--- config.mk ---
export PLATFORM = sky130hd
export DESIGN_NAME = gbwm_queue
export DESIGN_NICKNAME = d
export VERILOG_FILES = /design/src/design/gbwm_pkg.sv /design/src/design/gbwm_queue.sv
export SDC_FILE = /design/constraint.sdc
export NUM_CORES = 1
export LEC_CHECK = 0
export BUFFER_PORTS_ARGS = -buffer_cell sky130_fd_sc_hd__buf_2
export CAP_MARGIN = 20
export CORE_ASPECT_RATIO = 1.2
export CORE_MARGIN = 1
export CORE_UTILIZATION = 30
export CTS_CLUSTER_SIZE = 14
export DETAILED_ROUTE_END_ITERATION = 6
export GPL_TIMING_DRIVEN = 0
export RECOVER_POWER = 50
export SETUP_SLACK_MARGIN = 0.3
export SLEW_MARGIN = 10
export SYNTH_ARGS = -nofsm -noshare
export SYNTH_HDL_FRONTEND = slang
export SYNTH_SLANG_ARGS = --single-unit
--- constraint.sdc ---
create_clock -name clk -period 19.2 [get_ports clk]
set_input_delay 4.8 -clock clk [delete_from_list [all_inputs] [get_ports clk]]
set_output_delay 4.8 -clock clk [all_outputs]
set_load 0.01 [all_outputs]
--- src/design/gbwm_pkg.sv ---
// gbwm_pkg: shared constants, widths and types of the grid bilinear warp map
// used by the front, queue, back and top level; no dependencies

package gbwm_pkg;

  // grid and pixel sizing
  localparam int MAX_GRID_COLS = 64;
  localparam int MAX_GRID_ROWS = 64;
  localparam int PIXEL_BITS    = 12;
  localparam int STORE_DEPTH   = MAX_GRID_COLS * MAX_GRID_ROWS;
  localparam int ADDR_W        = $clog2(STORE_DEPTH);

  // widths of the column/row counts and of the cell indexes
  localparam int CN_W  = $clog2(MAX_GRID_COLS + 1);
  localparam int RN_W  = $clog2(MAX_GRID_ROWS + 1);
  localparam int N_W   = (CN_W > RN_W) ? CN_W : RN_W;
  localparam int COL_W = $clog2(MAX_GRID_COLS);
  localparam int ROW_W = $clog2(MAX_GRID_ROWS);
  localparam int IX_W  = (COL_W > ROW_W) ? COL_W : ROW_W;
  localparam int SI_W  = N_W + 2;

  // fixed point
  localparam int FRAC_BITS  = 16;
  localparam int ROUND      = 32768;
  localparam int FRAC_LIMIT = 1048576;
  localparam int P_W        = 22;
  localparam int DX_W       = PIXEL_BITS + 10;
  localparam int PROD_W     = DX_W + 17;
  localparam int RX_W       = PROD_W - 8;
  localparam int HI_W       = RX_W - FRAC_BITS;

  // queue between front and back
  localparam int QUEUE_DEPTH = 8;
  localparam int QPTR_W      = $clog2(QUEUE_DEPTH);
  localparam int QC_W        = $clog2(QUEUE_DEPTH + 1);

  // configuration register indexes
  typedef enum logic [2:0] {
    REG_ORIGIN_X     = 3'd0,
    REG_ORIGIN_Y     = 3'd1,
    REG_INV_X        = 3'd2,
    REG_INV_Y        = 3'd3,
    REG_GRID_COLS    = 3'd4,
    REG_GRID_ROWS    = 3'd5,
    REG_REGION_COUNT = 3'd6
  } cfg_reg_t;

  // geometry as seen by the datapath, counts already clamped
  typedef struct packed {
    logic [20:0]     origin_x;
    logic [20:0]     origin_y;
    logic [15:0]     inv_x;
    logic [15:0]     inv_y;
    logic [CN_W-1:0] cols;
    logic [RN_W-1:0] rows;
    logic            seam_x;
    logic            seam_y;
  } geom_t;

  // one classified item between front and back
  typedef struct packed {
    logic              is_map;
    logic              wen;
    logic [ADDR_W-1:0] waddr;
    logic [31:0]       wx;
    logic [31:0]       wy;
    logic [ADDR_W-1:0] base;
    logic [P_W-1:0]    p;
    logic [P_W-1:0]    q;
  } job_t;

endpackage

--- src/design/gbwm_queue.sv ---
// gbwm_queue: short fifo of classified beats between front and back
// depends on gbwm_pkg for the beat type and depth

module gbwm_queue (
  input  logic                      clk,
  input  logic                      rst,
  input  logic                      push,
  input  gbwm_pkg::job_t            din,
  input  logic                      pop,
  output gbwm_pkg::job_t            dout,
  output logic                      not_empty,
  output logic [gbwm_pkg::QC_W-1:0] count
);
  import gbwm_pkg::*;

  job_t              entry [QUEUE_DEPTH];
  logic [QPTR_W-1:0] wr_ptr, rd_ptr;

  assign not_empty = (count != '0);
  assign dout      = entry[rd_ptr];

  // pointers and fill level
  always_ff @(posedge clk) begin
    if (rst) begin
      wr_ptr <= '0;
      rd_ptr <= '0;
      count  <= '0;
    end else begin
      if (push) begin
        wr_ptr <= wr_ptr + QPTR_W'(1);
      end
      if (pop) begin
        rd_ptr <= rd_ptr + QPTR_W'(1);
      end
      if (push && !pop) begin
        count <= count + QC_W'(1);
      end else if (!push && pop) begin
        count <= count - QC_W'(1);
      end
    end
  end

  // storage
  always_ff @(posedge clk) begin
    if (push) begin
      entry[wr_ptr] <= din;
    end
  end

endmodule

---- Word level (Yosys, flattened, before mapping) ----
Memory sizes are Yosys's and may differ from the RTL's. A register that Yosys moved wholly into a read port is not among the register bits.
Cells that the tools add are included.
word-level totals
  bits in registers ....................... 10
  latch bits .............................. 0
  RAM bits ................................ 1,072
  ROM bits ................................ 0
  input port bits ......................... 138
  output and inout bits ................... 139
  word-level logic and storage cells ...... 20
  memories kept ........................... 1
operators by class
  add/subtract/negate cells ............... 4
  $mul .................................... 0
  div/mod/pow operators ................... 0
  magnitude comparators ................... 0
  eq/ne operators ......................... 0
  shift-type cells ........................ 0
  multiplexer cells ....................... 6
  bitwise logic cells ..................... 0
  reductions and logical operators ........ 6
memories
  name   depth  bits a word  rd ports  clocked after Yosys merged registers in  wr ports  line              text
  entry  8      134          1         1                                        1         gbwm_queue.sv:16  job_t entry [QUEUE_DEPTH];
operators by type and width
  operator               number
  $mux W4                2
  $add A3 B1 Y3 const B  2
  $mux W3                2
  $add A4 B1 Y4 const B  1
  $reduce_bool A4 Y1     1
  $sub A4 B1 Y4 const B  1
  $logic_and A1 B1 Y1    2
  $logic_not A1 Y1       2
  $mux W1                2
  $reduce_bool A2 Y1     1

---- Logic depth before layout (Yosys ltp) ----
  depth after elaboration ................. 4
  depth in mapped cells ................... 8
  mapped depth without buffers ............ 8

---- Least setup slack after synthesis ----
Ideal clock, no wire load.
  path kind ............................... input -> register
  start ................................... input push
  end ..................................... memory entry[0][0] in the netlist's numbering, enable pin
  data arrival time ....................... 13.953 ns
  required time ........................... 18.408 ns
  path slack .............................. 4.455 ns
  cell stages on the path ................. 2
  path buffers ............................ 0
  cell sequence ........................... nand2b_1 nor3_1
on the way
  longest elaborated chain between the ends .. 2
RTL lines
  element                        line              text
  start, declared                gbwm_queue.sv:7   input logic push,
  $mux W1                        gbwm_queue.sv:45  if (push) begin
  $mux W1 (implied by the code)  gbwm_queue.sv:46  entry[wr_ptr] <= din;
  end, declared                  gbwm_queue.sv:16
No other way between the ends.

==> flow_summary.json <==
{
  "r2r_end": "entry[6][101]",
  "hold_end": "wr_ptr[0]",
  "yosys_register_bits": 1085,
  "hp-start": "wr_ptr[0]",
  "ys_top_cells_by_count": "1,072 x edfxtp_1, 206 x mux4_2, 135 x mux2_2",
  "power.internal_mw": 4.03,
  "synth.yosys.seq_area_share": 0.789,
  "postCtsSetupRepairBufs": 0,
  "row_count": 148,
  "switching_share": 0.222,
  "synth-edff-count": 1072,
  "crit_chain": "clkbuf_1, buf_4, clkbuf_1, mux2_2, buf_2",
  "p_leak_nw": 15.6,
  "power_frac_comb": 0.087,
  "drive_gt1_frac": 0.354,
  "pwr-share-seq": 0.514,
  "path_class": "flip-flop to output pin",
  "setup_viol": 0,
  "max_freq_ghz": 0.120,
  "path_max_fanout": 10,
  "grtUsageTotal": 0.144,
  "fin_crit_sh": 0.435,
  "p_clk_frac": 0.399,
  "yosysMostFrequentCell": "edfxtp_1",
  "cts_tree": "yes",
  "initial_core_util": 0.303,
  "cts_inserted_buffers": 110,
  "core-area_um2": 136000,
  "avgSynthCellArea_um2": 25.4,
  "rsz0062_at_grt": "false",
  "grt-ovfl-total": 0,
  "final_area_um2": 49500,
  "synthCells": 1617,
  "synthFlopType": "edfxtp_1",
  "cp.required_ps": 14400,
  "min_path_type": "flip-flop to flip-flop",
  "skew_ps": 43.0,
  "finalSetupTns_ps": 0,
  "critPathMostFrequentCell": "clkbuf_1",
  "syn-cell-area_um2": 41100,
  "drtIter0Drc": 1143,
  "r2r_cells": 6,
  "critPathLaunchType": "flip-flop",
  "route.detailed.wl_per_inst_um": 24.9,
  "finalHoldViolCount": 0,
  "rrSetupSlack_ps": 15990,
  "route.detailed.drc": 0,
  "clkLatencyLatePin_ps": 770,
  "syn-num-nets": 1761,
  "synth_cell_types": 28,
  "fillers": 12300,
  "power_density_nw_per_um2": 105,
  "areaGrowthSynthToFinish_pct": 20.4,
  "violations": "max-capacitance violations, max-slew violations",
  "grt_max_degree": 21,
  "maxSlewViolCount": 51,
  "cts.sinks": 1085,
  "die_h_um": 408,
  "grt_pass1_vias": 20000,
  "gp_congestion": 0.690,
  "die_area_um2": 139000,
  "cts.hold.buffers_added": 0,
  "htreeDepth": 3,
  "synth_top_area_cell": "edfxtp_1",
  "dpl_cell_area_um2": 46300,
  "synth_top_area_frac": 0.783,
  "drv_cap": 3,
  "power_switching_mw": 1.15,
  "crit_arrival_ps": 3560,
  "wirelength_um": 99400,
  "hold_depth": 2,
  "detail-route-antenna-nets": 0,
  "max_stage_delay_ps": 750,
  "io_buffers": 276,
  "root_buffer": "clkbuf_16",
  "pin_count": 277,
  "critical-path-slowest-cell": "clkbuf_1",
  "avgViaCountPerCell": 4.66,
  "die_w_um": 340,
  "outcome": "complete, but fails checks",
  "drt_first_pass_iters": 5,
  "period_needed_ps": 8360,
  "peakVddDrop_mv": 0.0795,
  "end_kind": "output pin",
  "cts.clk_slew.worst_paths_ps": 60,
  "path_delay_family": "buffers and inverters",
  "final_nets": 2240,
  "rr_startpoint": "wr_ptr[0]",
  "dp_hpwl_um": 66200,
  "placedCellCount": 3784,
  "p_total_mw": 5.19,
  "async_flop_share": 0,
  "worstMarginPinSlew_ps": 1740,
  "cts_resized": 0,
  "fin_cells": 3986,
  "grt_pass1_wl_um": 143000,
  "relSlewSlack": -0.158,
  "via_count": 18600,
  "cts.path.max_buffers": 3,
  "crit_buf_inv": 4,
  "ys_warn_count": 0,
  "synthTopCellsByArea": "edfxtp_1 78%, mux4_2 11%, mux4_1 4.0%",
  "antenna_found_initial": 19
}
stage by stage:
stage | util | worst slack (ps) | hold slack (ps)
detailed placement | 0.341 | 11370 | 511
global route | 0.365 | 10550 | 543
finish | 0.365 | 10840 | 517
CTS | 0.367 | 10530 | 521
floorplan | - | 4460 | 475
global placement | 0.330 | -7940 | 484
layout make-up:
class | instances | area (µm²) | share of cell area
diodes | 2 | 5.00 | 0.000101
plain buffers | 77 | 541 | 0.0109
clock buffers | 132 | 2860 | 0.0577
clock inverters | 68 | 627 | 0.0127
inverters | 2 | 7.51 | 0.000152
multi-input cells | 453 | 8140 | 0.164
flip-flops and latches | 1085 | 32500 | 0.656
well taps | 1800 | 2250 | 0.0455
repair buffers | 367 | 2620 | 0.0529
flip-flops by register name, summed over array words and instances (netlist names), named ones only:
signal  flops
count       4
rd_ptr      3
wr_ptr      3
entry    1072
worst max path at each step:
stage,start,to,slack [ps],cells after the start
2_1_floorplan,push,entry[0][0],4460,2
3_3_place_gp,push,entry[0][94],-7940,3
3_5_place_dp,flip-flop,dout[76],11370,5
4_1_cts,flip-flop,dout[76],10530,5
5_1_grt,flip-flop,dout[77],10550,5
6_report,flip-flop,dout[76],10840,5
cell usage in the layout, fill, tap and decap left out, types with 4 or more instances in the layout:
cell	instances
buf_12	30
dfxtp_1	13
clkinv_1	23
nor2_4	4
inv_6	5
clkinvlp_4	5
buf_16	14
nor2_1	14
buf_4	27
clkbuf_1	184
buf_1	7
edfxtp_1	1072
nand2b_1	4
nand2_1	4
clkbuf_16	111
mux4_1	62
buf_2	158
buf_6	35
ha_1	5
bufinv_16	8
clkinv_2	19
mux4_2	206
mux2_2	135
buf_8	8
power groups by stage:
stage	registers, mW	logic [mW]	clock network, mW
5_1_grt	2.67	0.488	2.21
3_5_place_dp	2.72	0.470	0
4_1_cts	2.67	0.472	2.13
6_report	2.67	0.451	2.07
3_3_place_gp	2.75	0.443	0
2_1_floorplan	2.73	0.262	0
worst min-delay path: stages (launching register included):
cell and delay [ps]:
dfxtp_1 330, nand2b_1 80, a21oi_1 60
layer usage:
| metal | global-route usage | part of all wire |
|---|---|---|
| met4 | 0.0414 | 0.021 |
| met2 | 0.247 | 0.51 |
| met5 | 0 | 0.0015 |
| met1 | 0.177 | 0.40 |
| met3 | 0.0409 | 0.068 |
kinds of logic after synthesis:
kind of cell,after synthesis,synth area share
mux,406,0.190
buf+inv,79,0.0133
compound gates,5,0.000700
xor+xnor,5,0.00107
fa+ha+maj,6,0.00201
flops,1085,0.789
simple gates,31,0.00332
No activity file was read; power rests on OpenSTA's default activity.
