[config.mk]
export PLATFORM = sky130hd
export DESIGN_NAME = gbwm_front
export DESIGN_NICKNAME = d
export VERILOG_FILES = /design/src/design/gbwm_pkg.sv /design/src/design/gbwm_front.sv
export SDC_FILE = /design/constraint.sdc
export NUM_CORES = 2
export LEC_CHECK = 0
export BUFFER_PORTS_ARGS = -buffer_cell sky130_fd_sc_hd__buf_2
export CORE_MARGIN = 2
export CORE_UTILIZATION = 35
export DETAILED_ROUTE_END_ITERATION = 10
export HOLD_SLACK_MARGIN = 0.05
export MAX_ROUTING_LAYER = met4
export PLACE_DENSITY_LB_ADDON = 0.12
export SYNTH_ARGS = -nofsm -noshare
export SYNTH_HDL_FRONTEND = slang
export SYNTH_SLANG_ARGS = --single-unit
[constraint.sdc]
create_clock -name clk -period 13.82 [get_ports clk]
set_input_delay 2.764 -clock clk [delete_from_list [all_inputs] [get_ports clk]]
set_output_delay 2.764 -clock clk [all_outputs]
set_load 0.01 [all_outputs]
[src/design/gbwm_pkg.sv]
// gbwm_pkg: shared constants, widths and types of the grid bilinear warp map
// used by the front, queue, back and top level; no dependencies

package gbwm_pkg;

  // grid and pixel sizing
  localparam int MAX_GRID_COLS = 64;
  localparam int MAX_GRID_ROWS = 64;
  localparam int PIXEL_BITS    = 12;
  localparam int STORE_DEPTH   = MAX_GRID_COLS * MAX_GRID_ROWS;
  localparam int ADDR_W        = $clog2(STORE_DEPTH);

  // widths of the column/row counts and of the cell indexes
  localparam int CN_W  = $clog2(MAX_GRID_COLS + 1);
  localparam int RN_W  = $clog2(MAX_GRID_ROWS + 1);
  localparam int N_W   = (CN_W > RN_W) ? CN_W : RN_W;
  localparam int COL_W = $clog2(MAX_GRID_COLS);
  localparam int ROW_W = $clog2(MAX_GRID_ROWS);
  localparam int IX_W  = (COL_W > ROW_W) ? COL_W : ROW_W;
  localparam int SI_W  = N_W + 2;

  // fixed point
  localparam int FRAC_BITS  = 16;
  localparam int ROUND      = 32768;
  localparam int FRAC_LIMIT = 1048576;
  localparam int P_W        = 22;
  localparam int DX_W       = PIXEL_BITS + 10;
  localparam int PROD_W     = DX_W + 17;
  localparam int RX_W       = PROD_W - 8;
  localparam int HI_W       = RX_W - FRAC_BITS;

  // queue between front and back
  localparam int QUEUE_DEPTH = 8;
  localparam int QPTR_W      = $clog2(QUEUE_DEPTH);
  localparam int QC_W        = $clog2(QUEUE_DEPTH + 1);

  // configuration register indexes
  typedef enum logic [2:0] {
    REG_ORIGIN_X     = 3'd0,
    REG_ORIGIN_Y     = 3'd1,
    REG_INV_X        = 3'd2,
    REG_INV_Y        = 3'd3,
    REG_GRID_COLS    = 3'd4,
    REG_GRID_ROWS    = 3'd5,
    REG_REGION_COUNT = 3'd6
  } cfg_reg_t;

  // geometry as seen by the datapath, counts already clamped
  typedef struct packed {
    logic [20:0]     origin_x;
    logic [20:0]     origin_y;
    logic [15:0]     inv_x;
    logic [15:0]     inv_y;
    logic [CN_W-1:0] cols;
    logic [RN_W-1:0] rows;
    logic            seam_x;
    logic            seam_y;
  } geom_t;

  // one classified item between front and back
  typedef struct packed {
    logic              is_map;
    logic              wen;
    logic [ADDR_W-1:0] waddr;
    logic [31:0]       wx;
    logic [31:0]       wy;
    logic [ADDR_W-1:0] base;
    logic [P_W-1:0]    p;
    logic [P_W-1:0]    q;
  } job_t;

endpackage

[src/design/gbwm_front.sv]
// gbwm_front: three-stage front end; origin subtract, spacing scale, cell pick
// depends on gbwm_pkg; hands classified beats to gbwm_queue by credit

module gbwm_front (
  input  logic                             clk,
  input  logic                             rst,
  input  logic                             in_valid,
  output logic                             in_stall,
  input  logic                             func,
  input  logic [11:0]                      grid_index,
  input  logic [31:0]                      grid_x_cm,
  input  logic [31:0]                      grid_y_cm,
  input  logic [gbwm_pkg::PIXEL_BITS-1:0]  pixel_x,
  input  logic [gbwm_pkg::PIXEL_BITS-1:0]  pixel_y,
  input  gbwm_pkg::geom_t                  geom,
  input  logic [gbwm_pkg::QC_W-1:0]        q_count,
  output logic                             job_valid,
  output gbwm_pkg::job_t                   job
);
  import gbwm_pkg::*;

  typedef struct packed {
    logic [IX_W-1:0] idx;
    logic [P_W-1:0]  frac;
  } cell_t;

  // clamp to the grid, shift off the seam, keep the fraction
  function automatic cell_t cell_of(input logic signed [RX_W-1:0] r,
                                    input logic [N_W-1:0] n,
                                    input logic seam);
    logic signed [HI_W-1:0] hi;
    logic signed [SI_W-1:0] i;
    logic signed [SI_W-1:0] nn;
    logic signed [SI_W-1:0] h2;
    logic signed [RX_W:0]   pw;
    cell_t                  c;
    hi = r[RX_W-1:FRAC_BITS];
    nn = SI_W'(n);
    h2 = nn >>> 1;
    if (r < 0) begin
      i = SI_W'(0);
    end else if (hi < HI_W'(nn - SI_W'(1))) begin
      i = SI_W'(hi);
    end else begin
      i = nn - SI_W'(2);
    end
    if (seam) begin
      if (i == h2 - SI_W'(1)) begin
        i = i - SI_W'(1);
      end else if (i == h2) begin
        i = i + SI_W'(1);
      end
      // a shift below cell 0 comes back to cell 0
      if (i[SI_W-1]) begin
        i = SI_W'(0);
      end
      if (i > nn - SI_W'(2)) begin
        i = nn - SI_W'(2);
      end
    end
    pw = (RX_W+1)'(r) - ((RX_W+1)'(i) <<< FRAC_BITS);
    if (pw > (RX_W+1)'(FRAC_LIMIT)) begin
      pw = (RX_W+1)'(FRAC_LIMIT);
    end else if (pw < -(RX_W+1)'(FRAC_LIMIT)) begin
      pw = -(RX_W+1)'(FRAC_LIMIT);
    end
    c.idx  = i[IX_W-1:0];
    c.frac = pw[P_W-1:0];
    return c;
  endfunction

  logic                     accept;
  logic [QC_W:0]            in_use;
  logic [31:0]              gi_ext;

  logic                     f1_v, f1_map, f1_wen;
  logic [ADDR_W-1:0]        f1_waddr;
  logic [31:0]              f1_wx, f1_wy;
  logic signed [DX_W-1:0]   f1_dx, f1_dy;

  logic                     f2_v, f2_map, f2_wen;
  logic [ADDR_W-1:0]        f2_waddr;
  logic [31:0]              f2_wx, f2_wy;
  logic signed [PROD_W-1:0] prod_x, prod_y;
  logic signed [RX_W-1:0]   f2_rx, f2_ry;

  cell_t                    cx, cy;

  // credit: queue entries plus beats still in the front
  assign in_use   = (QC_W+1)'(q_count) + (QC_W+1)'(f1_v) + (QC_W+1)'(f2_v)
                  + (QC_W+1)'(job_valid);
  assign in_stall = (in_use >= (QC_W+1)'(QUEUE_DEPTH));
  assign accept   = in_valid && !in_stall;
  assign gi_ext   = 32'(grid_index);

  // stage valids
  always_ff @(posedge clk) begin
    if (rst) begin
      f1_v      <= 1'b0;
      f2_v      <= 1'b0;
      job_valid <= 1'b0;
    end else begin
      f1_v      <= accept;
      f2_v      <= f1_v;
      job_valid <= f2_v;
    end
  end

  // stage 1: pixel minus origin, both with 8 fraction bits
  always_ff @(posedge clk) begin
    f1_map   <= func;
    f1_wen   <= !func && (gi_ext < 32'(STORE_DEPTH));
    f1_waddr <= gi_ext[ADDR_W-1:0];
    f1_wx    <= grid_x_cm;
    f1_wy    <= grid_y_cm;
    f1_dx    <= $signed({2'b00, pixel_x, 8'h00}) - DX_W'($signed(geom.origin_x));
    f1_dy    <= $signed({2'b00, pixel_y, 8'h00}) - DX_W'($signed(geom.origin_y));
  end

  // stage 2: scale by reciprocal spacing
  assign prod_x = f1_dx * $signed({1'b0, geom.inv_x});
  assign prod_y = f1_dy * $signed({1'b0, geom.inv_y});

  always_ff @(posedge clk) begin
    f2_map   <= f1_map;
    f2_wen   <= f1_wen;
    f2_waddr <= f1_waddr;
    f2_wx    <= f1_wx;
    f2_wy    <= f1_wy;
    f2_rx    <= $signed(prod_x[PROD_W-1:8]);
    f2_ry    <= $signed(prod_y[PROD_W-1:8]);
  end

  // stage 3: cell index, fraction and base address
  assign cx = cell_of(f2_rx, N_W'(geom.cols), geom.seam_x);
  assign cy = cell_of(f2_ry, N_W'(geom.rows), geom.seam_y);

  always_ff @(posedge clk) begin
    job.is_map <= f2_map;
    job.wen    <= f2_wen;
    job.waddr  <= f2_waddr;
    job.wx     <= f2_wx;
    job.wy     <= f2_wy;
    job.base   <= ADDR_W'(cy.idx) * ADDR_W'(geom.cols) + ADDR_W'(cx.idx);
    job.p      <= cx.frac;
    job.q      <= cy.frac;
  end

endmodule

# [After elaboration in Yosys (flattened, before gate mapping)]
# Cells that the tools add are included.
[totals] ff_bits=399 in_bits=198 out_inout_bits=136 wordCells=90
[op_classes] addsub=18 multipliers=3 order_cmp=12 eq_ne=4 mux=20 n_reduce_logical=6
[ops] op="9-bit two-way mux" count=16
[ops] op="22-bit by 17-bit multiplier with 39-bit output" count=2
[ops] op="32-bit by 22-bit greater-than comparator with 1-bit output (second input constant)" count=2
[ops] op="32-bit by 21-bit less-than comparator with 1-bit output (second input constant)" count=2
[ops] op="31-bit by 25-bit subtractor with 32-bit output" count=2
[ops] op="31-bit by 1-bit less-than comparator with 1-bit output (second input constant)" count=2
[ops] op="22-bit two-way mux" count=2
[ops] op="21-bit by 21-bit subtractor with 22-bit output" count=2
[ops] op="9-bit by 7-bit == test with 1-bit output" count=4
[ops] op="15-bit by 8-bit less-than comparator with 1-bit output" count=2
[ops] op="9-bit by 2-bit adder with 9-bit output (second input constant)" count=2
[ops] op="9-bit greater-than comparator" count=2
[ops] op="9-bit by 2-bit subtractor with 9-bit output (second input constant)" count=2
[ops] op="8-bit two-way mux" count=2
[ops] op="7-bit by 1-bit subtractor with 8-bit output (second input constant)" count=2
[ops] op="7-bit by 2-bit subtractor with 8-bit output (second input constant)" count=2
[ops] op="6-bit by 1-bit subtractor with 7-bit output (second input constant)" count=2
[ops] op="12-bit by 13-bit less-than comparator with 1-bit output (second input constant)" count=1
[ops] op="12-bit by 6-bit adder with 12-bit output" count=1
[ops] op="6-bit by 7-bit multiplier with 12-bit output" count=1
[ops] op="5-bit by 1-bit adder with 5-bit output" count=2
[ops] op="4-bit by 1-bit adder with 5-bit output" count=1
[ops] op="5-bit by 4-bit greater-or-equal comparator with 1-bit output (second input constant)" count=1
[ops] op="2-bit OR reduction" count=2
[ops] op="other kinds (2)" count=4

# [Logic depth before layout (Yosys ltp)]
[depth] ltp_word=16 ltp_mapped=51 depth_no_buf=49

# [Least setup slack after synthesis]
# No wires, ideal clock.
[synth_timing] path_kind="input to register" startpoint="input port geom[6] (netlist bit)" endpoint="register job[55] (netlist bit)" setup_ns=0.125 arrival_ns=12.528 t_required_ns=13.695 setup_slack_ns=1.167 path_stages=45 cell_sequence="buf_2 > or3_1 > nor3b_1 > nand2_1 > ha_1 > nand4_1 > a211oi_2 > a2111o_1 > o32a_2 > xnor2_1 > or3b_1 > nor4_4 > nand2_1 > a211oi_2 > a311oi_2 > ha_1 > nor2b_1 > o21a_1 > [... 9 more ...] > nand2b_1 > fa_1 > fa_1 > inv_1 > fa_1 > inv_1 > fa_1 > inv_1 > ha_1 > nor2b_1 > o21ai_0 > nand2_1 > a21oi_1 > o21ba_2 > o21bai_1 > a21oi_1 > xnor2_1 > xnor2_1"
[synth_via] elab_chain_cells=15 elab_cells_between_ends=20
[synth_rtl] element="start: declaration" line="gbwm_front.sv:15" text="input gbwm_pkg::geom_t geom,"
[synth_rtl] element="7-bit by 1-bit subtractor with 8-bit output" line="gbwm_front.sv:42" text="end else if (hi < HI_W'(nn - SI_W'(1))) begin"
[synth_rtl] element="15-bit by 8-bit less-than comparator with 1-bit output" line="gbwm_front.sv:42"
[synth_rtl] element="9-bit two-way mux" line="gbwm_front.sv:42"
[synth_rtl] element="9-bit two-way mux" line="gbwm_front.sv:40" text="if (r < 0) begin"
[synth_rtl] element="9-bit by 2-bit adder with 9-bit output / 9-bit by 7-bit == test with 1-bit output (equally long branches)" line="gbwm_front.sv:51, gbwm_front.sv:50"
[synth_rtl] element="9-bit two-way mux" line="gbwm_front.sv:50" text="end else if (i == h2) begin"
[synth_rtl] element="9-bit two-way mux" line="gbwm_front.sv:48" text="if (i == h2 - SI_W'(1)) begin"
[synth_rtl] element="9-bit two-way mux" line="gbwm_front.sv:47" text="if (seam) begin"
[synth_rtl] element="8-bit two-way mux" line="gbwm_front.sv:54" text="if (i[SI_W-1]) begin"
[synth_rtl] element="9-bit two-way mux" line="gbwm_front.sv:47"
[synth_rtl] element="9-bit greater-than comparator" line="gbwm_front.sv:57" text="if (i > nn - SI_W'(2)) begin"
[synth_rtl] element="9-bit two-way mux" line="gbwm_front.sv:57"
[synth_rtl] element="9-bit two-way mux (*)" line="gbwm_front.sv:47"
[synth_rtl] element="6-bit by 7-bit multiplier with 12-bit output (*)" line="gbwm_front.sv:144" text="job.base <= ADDR_W'(cy.idx) * ADDR_W'(geom.cols) + ADDR_W'(cx.idx);"
[synth_rtl] element="12-bit by 6-bit adder with 12-bit output (*)" line="gbwm_front.sv:144"
[synth_rtl] element="end: declaration" line="gbwm_front.sv:18" text="output gbwm_pkg::job_t job"
# Every way passes the cells marked *; elsewhere a longest branch is shown, timed or not. The select of a mux whose other input is x is not followed.
# A chain may end at the register's enable or synchronous reset.

# [Final worst setup path]
[layout_timing] startpoint="input port geom[7] (netlist bit)" endpoint="register job[55] (netlist bit)"
# The elaborated chain is that of the path after synthesis.

==> impl_metrics.py <==
metrics = {
    "global_routing": {
        "grt_usage": 0.185,
        "overflow": 0,
        "grt_pass1_wl_um": 172000,
        "grt_pass1_vias": 30785,
        "grt_max_degree": 24,
        "grt_antenna_before_repair": 5,
    },
    "place": {
        "dp_slack_ps": 413,
        "dp_hpwl_um": 87300,
        "place_area_mm2": 0.0443,
        "gp_congestion": 0.851,
        "port_buffers": 333,
    },
    "hold_path": {
        "min_path_type": "reg -> reg",
        "whs_endpoint": "f2_wx[8]$_DFF_P_",
        "hold_depth": 0,
        "min_from": "f1_wx[8]$_DFF_P_",
    },
    "floorplanning": {
        "start_util": 0.353,
        "coreArea_mm2": 0.116,
        "dieHeight_um": 347,
        "row_count": 125,
        "dieArea_mm2": 0.120,
        "die_width_um": 347,
        "pin_count": 334,
    },
    "critical_path": {
        "critPathSlowestCell": "fa_1",
        "critPathKind": "in -> reg",
        "rr_worst_depth": 42,
        "r2r_setup_slack_ps": 3500,
        "cp.arrival_ps": 13270,
        "worstReg2RegStart": "f2_ry[30]$_DFF_P_",
        "max_stage_delay_ps": 550,
        "required_ps": 14300,
        "reg2reg_to": "job[55]$_DFF_P_",
        "cp-start-kind": "input port",
        "worstPathMaxFanout": 11,
        "cp-end-kind": "flip-flop",
    },
    "sta": {
        "layout_min_cycle_time_ps": 12780,
        "setup_tns_ps": 0,
        "relSlewSlack": 0.374,
        "setup_violations": 0,
        "rsz0062_at_grt": "no",
        "fmax_mhz": 78.2,
        "fin_skew_ps": 25.4,
        "finalCritPeriodShare": 0.925,
        "postLayoutSetupSlackWorst_ps": 1040,
        "tightest_slew_ps": 931,
        "timing.final.max_slew_violations": 0,
        "final_hold_viol_count": 0,
        "hold_slack_ps": 319,
    },
    "logic_synthesis": {
        "synth_top_family_by_area": "adder cells",
        "synth_edf_count": 0,
        "syn_area_mm2": 0.0411,
        "synth_compound_area_frac": 0.0728,
        "synth_nets": 5537,
        "yosys.area_share.simple": 0.150,
        "ys_seq_elements": 399,
        "synth_xor_area_frac": 0.0315,
        "ys_warn_count": 0,
        "synth_cell_type_count": 108,
        "ys.flop_type": "dfxtp_1",
        "synthArstFlopShare": 0,
        "syn_area_per_cell_um2": 9.59,
        "synthMuxAreaShare": 0.00463,
        "synthAdderAreaFrac": 0.453,
        "seq_area_frac_synth": 0.194,
        "postSynthCellCount": 4284,
    },
    "routing": {
        "vias": 28849,
        "vias_per_cell": 4.71,
        "drt-total-wl_um": 106000,
        "final_antenna_net_count": 0,
        "first_pass_iters": 8,
        "route.detailed.drc": 0,
        "wl_per_cell_um": 17.3,
        "dr.first_iter.drc_count": 1191,
    },
    "final_layout": {
        "layout.nets": 5808,
        "fillCellCount": 11804,
        "area_growth_syn_to_layout_pct": 11.7,
        "regArea_mm2": 0.00799,
        "stdcell_area_mm2": 0.0459,
        "multi_input_comb_area_mm2": 0.0293,
        "drive_gt1_frac": 0.107,
    },
    "cts": {
        "post_cts_buffers": 0,
        "cts_buffers": 47,
        "cts_tree": "built",
        "cts-root-buf": "clkbuf_16",
        "clk_path_buf_depth": 3,
        "clock-sinks": 399,
        "clk_pin_slew_worst_paths_ps": 60,
        "clk_latency_ps": 630,
        "htreeDepth": 2,
    },
    "outcome": {
        "status": "completed",
    },
    "run": {
        "maxCapViolCount": 0,
    },
}
[synthesized netlist by cell type, drive strengths merged, types with 16 or more instances]
cell	n	area share
nand3	34	0.0044
fa	721	0.35
a211oi	17	0.0041
and3	16	0.0024
inv	878	0.080
clkbuf	124	0.011
ha	334	0.10
a21o	40	0.0073
nor2	164	0.015
xor2	36	0.0077
nand4	16	0.0024
o21ai	72	0.0091
a21oi	86	0.011
nor4	19	0.0033
nor2b	51	0.0078
dfxtp	399	0.19
xnor2	112	0.024
nor3	61	0.0079
and2	313	0.048
nand2b	25	0.0038
nand2	488	0.045
o21a	37	0.0068
[metal layers]
layer | vias up | wire (µm) | track usage
met3 | 119 | 4590 | 0.0261
met4 | 0 | 2190 | 0.0395
met2 | 566 | 48500 | 0.291
li1 | 13717 | - | -
met5 | - | 0 | -
met1 | 14447 | 50800 | 0.254
[metrics by stage]
stage	util	instances
6_report	0.395	6120
4_1_cts	0.394	6115
3_3_place_gp	0.381	6030
2_1_floorplan	-	4284
5_1_grt	0.395	6119
3_5_place_dp	0.381	6030
[cells by family after synthesis]
kind of cell               after synthesis
buffers and inverters                 1014
muxes                                   16
xor gates and xnor gates               148
DFF                                    399
AOI/OAI and AO/OA                      409
and+or+nand+nor                       1243
adders and majority gates             1055
[placed cells by master, fill, tap and decap left out, drive strengths merged, types with 86 or more instances in the layout]
cell type,n
a21oi,86
ha,334
buf,356
nand2,488
fa,721
and2,313
nor2,164
dfxtp,399
inv,885
xnor2,112
[flip-flops by register name (all words and copies together), names as in the netlist]
name,cells
f1_dx,22
f1_dy,22
f1_map,1
f1_v,1
f1_waddr,12
f1_wen,1
f1_wx,32
f1_wy,32
f2_map,1
f2_rx,31
f2_ry,31
f2_v,1
f2_waddr,12
f2_wen,1
f2_wx,32
f2_wy,32
job,134
job_valid,1
[worst max-delay path, delay by kind of cell]
| family | cells | cell delay [ps] |
|---|---|---|
| AO/OA/AOI/OAI | 17 | 3210 |
| XOR/XNOR | 4 | 560 |
| adder cells (fa/ha/maj) | 7 | 3020 |
| buffers and inverters | 5 | 510 |
| multiplexers | 2 | 670 |
| AND/OR/NAND/NOR | 11 | 2520 |
[final cells by class]
cell class,count,share of cell area
Timing Repair Buffer,356,0.0401
Clock inverter,25,0.00597
Tap cell,1524,0.0415
Multi-Input combinational cell,2871,0.638
Sequential cell,399,0.174
Inverter,880,0.0720
Clock buffer,60,0.0284
Antenna cell,5,0.000272
[how the worst max path moves through the flow]
stage                               to  cells past startpoint  slack (ps)      from
floorplan              job[55]$_DFF_P_                     45        1170   geom[6]
global placement       job[55]$_DFF_P_                     45         510   geom[7]
detailed placement     job[55]$_DFF_P_                     45         410   geom[7]
CTS                    job[55]$_DFF_P_                     45        1050   geom[7]
global route        job[36]$_SDFF_PP0_                     45         160  geom[10]
finish                 job[55]$_DFF_P_                     46        1040   geom[7]
[repair_timing]
item / CTS / global route
resized for setup: 0 / 2
endpoints found under the setup margin: 0 / 16
hold buffers: 0 / 0
Power is not shown: default switching activity piles up to over one toggle a cycle in this logic, so the estimate is an artifact.
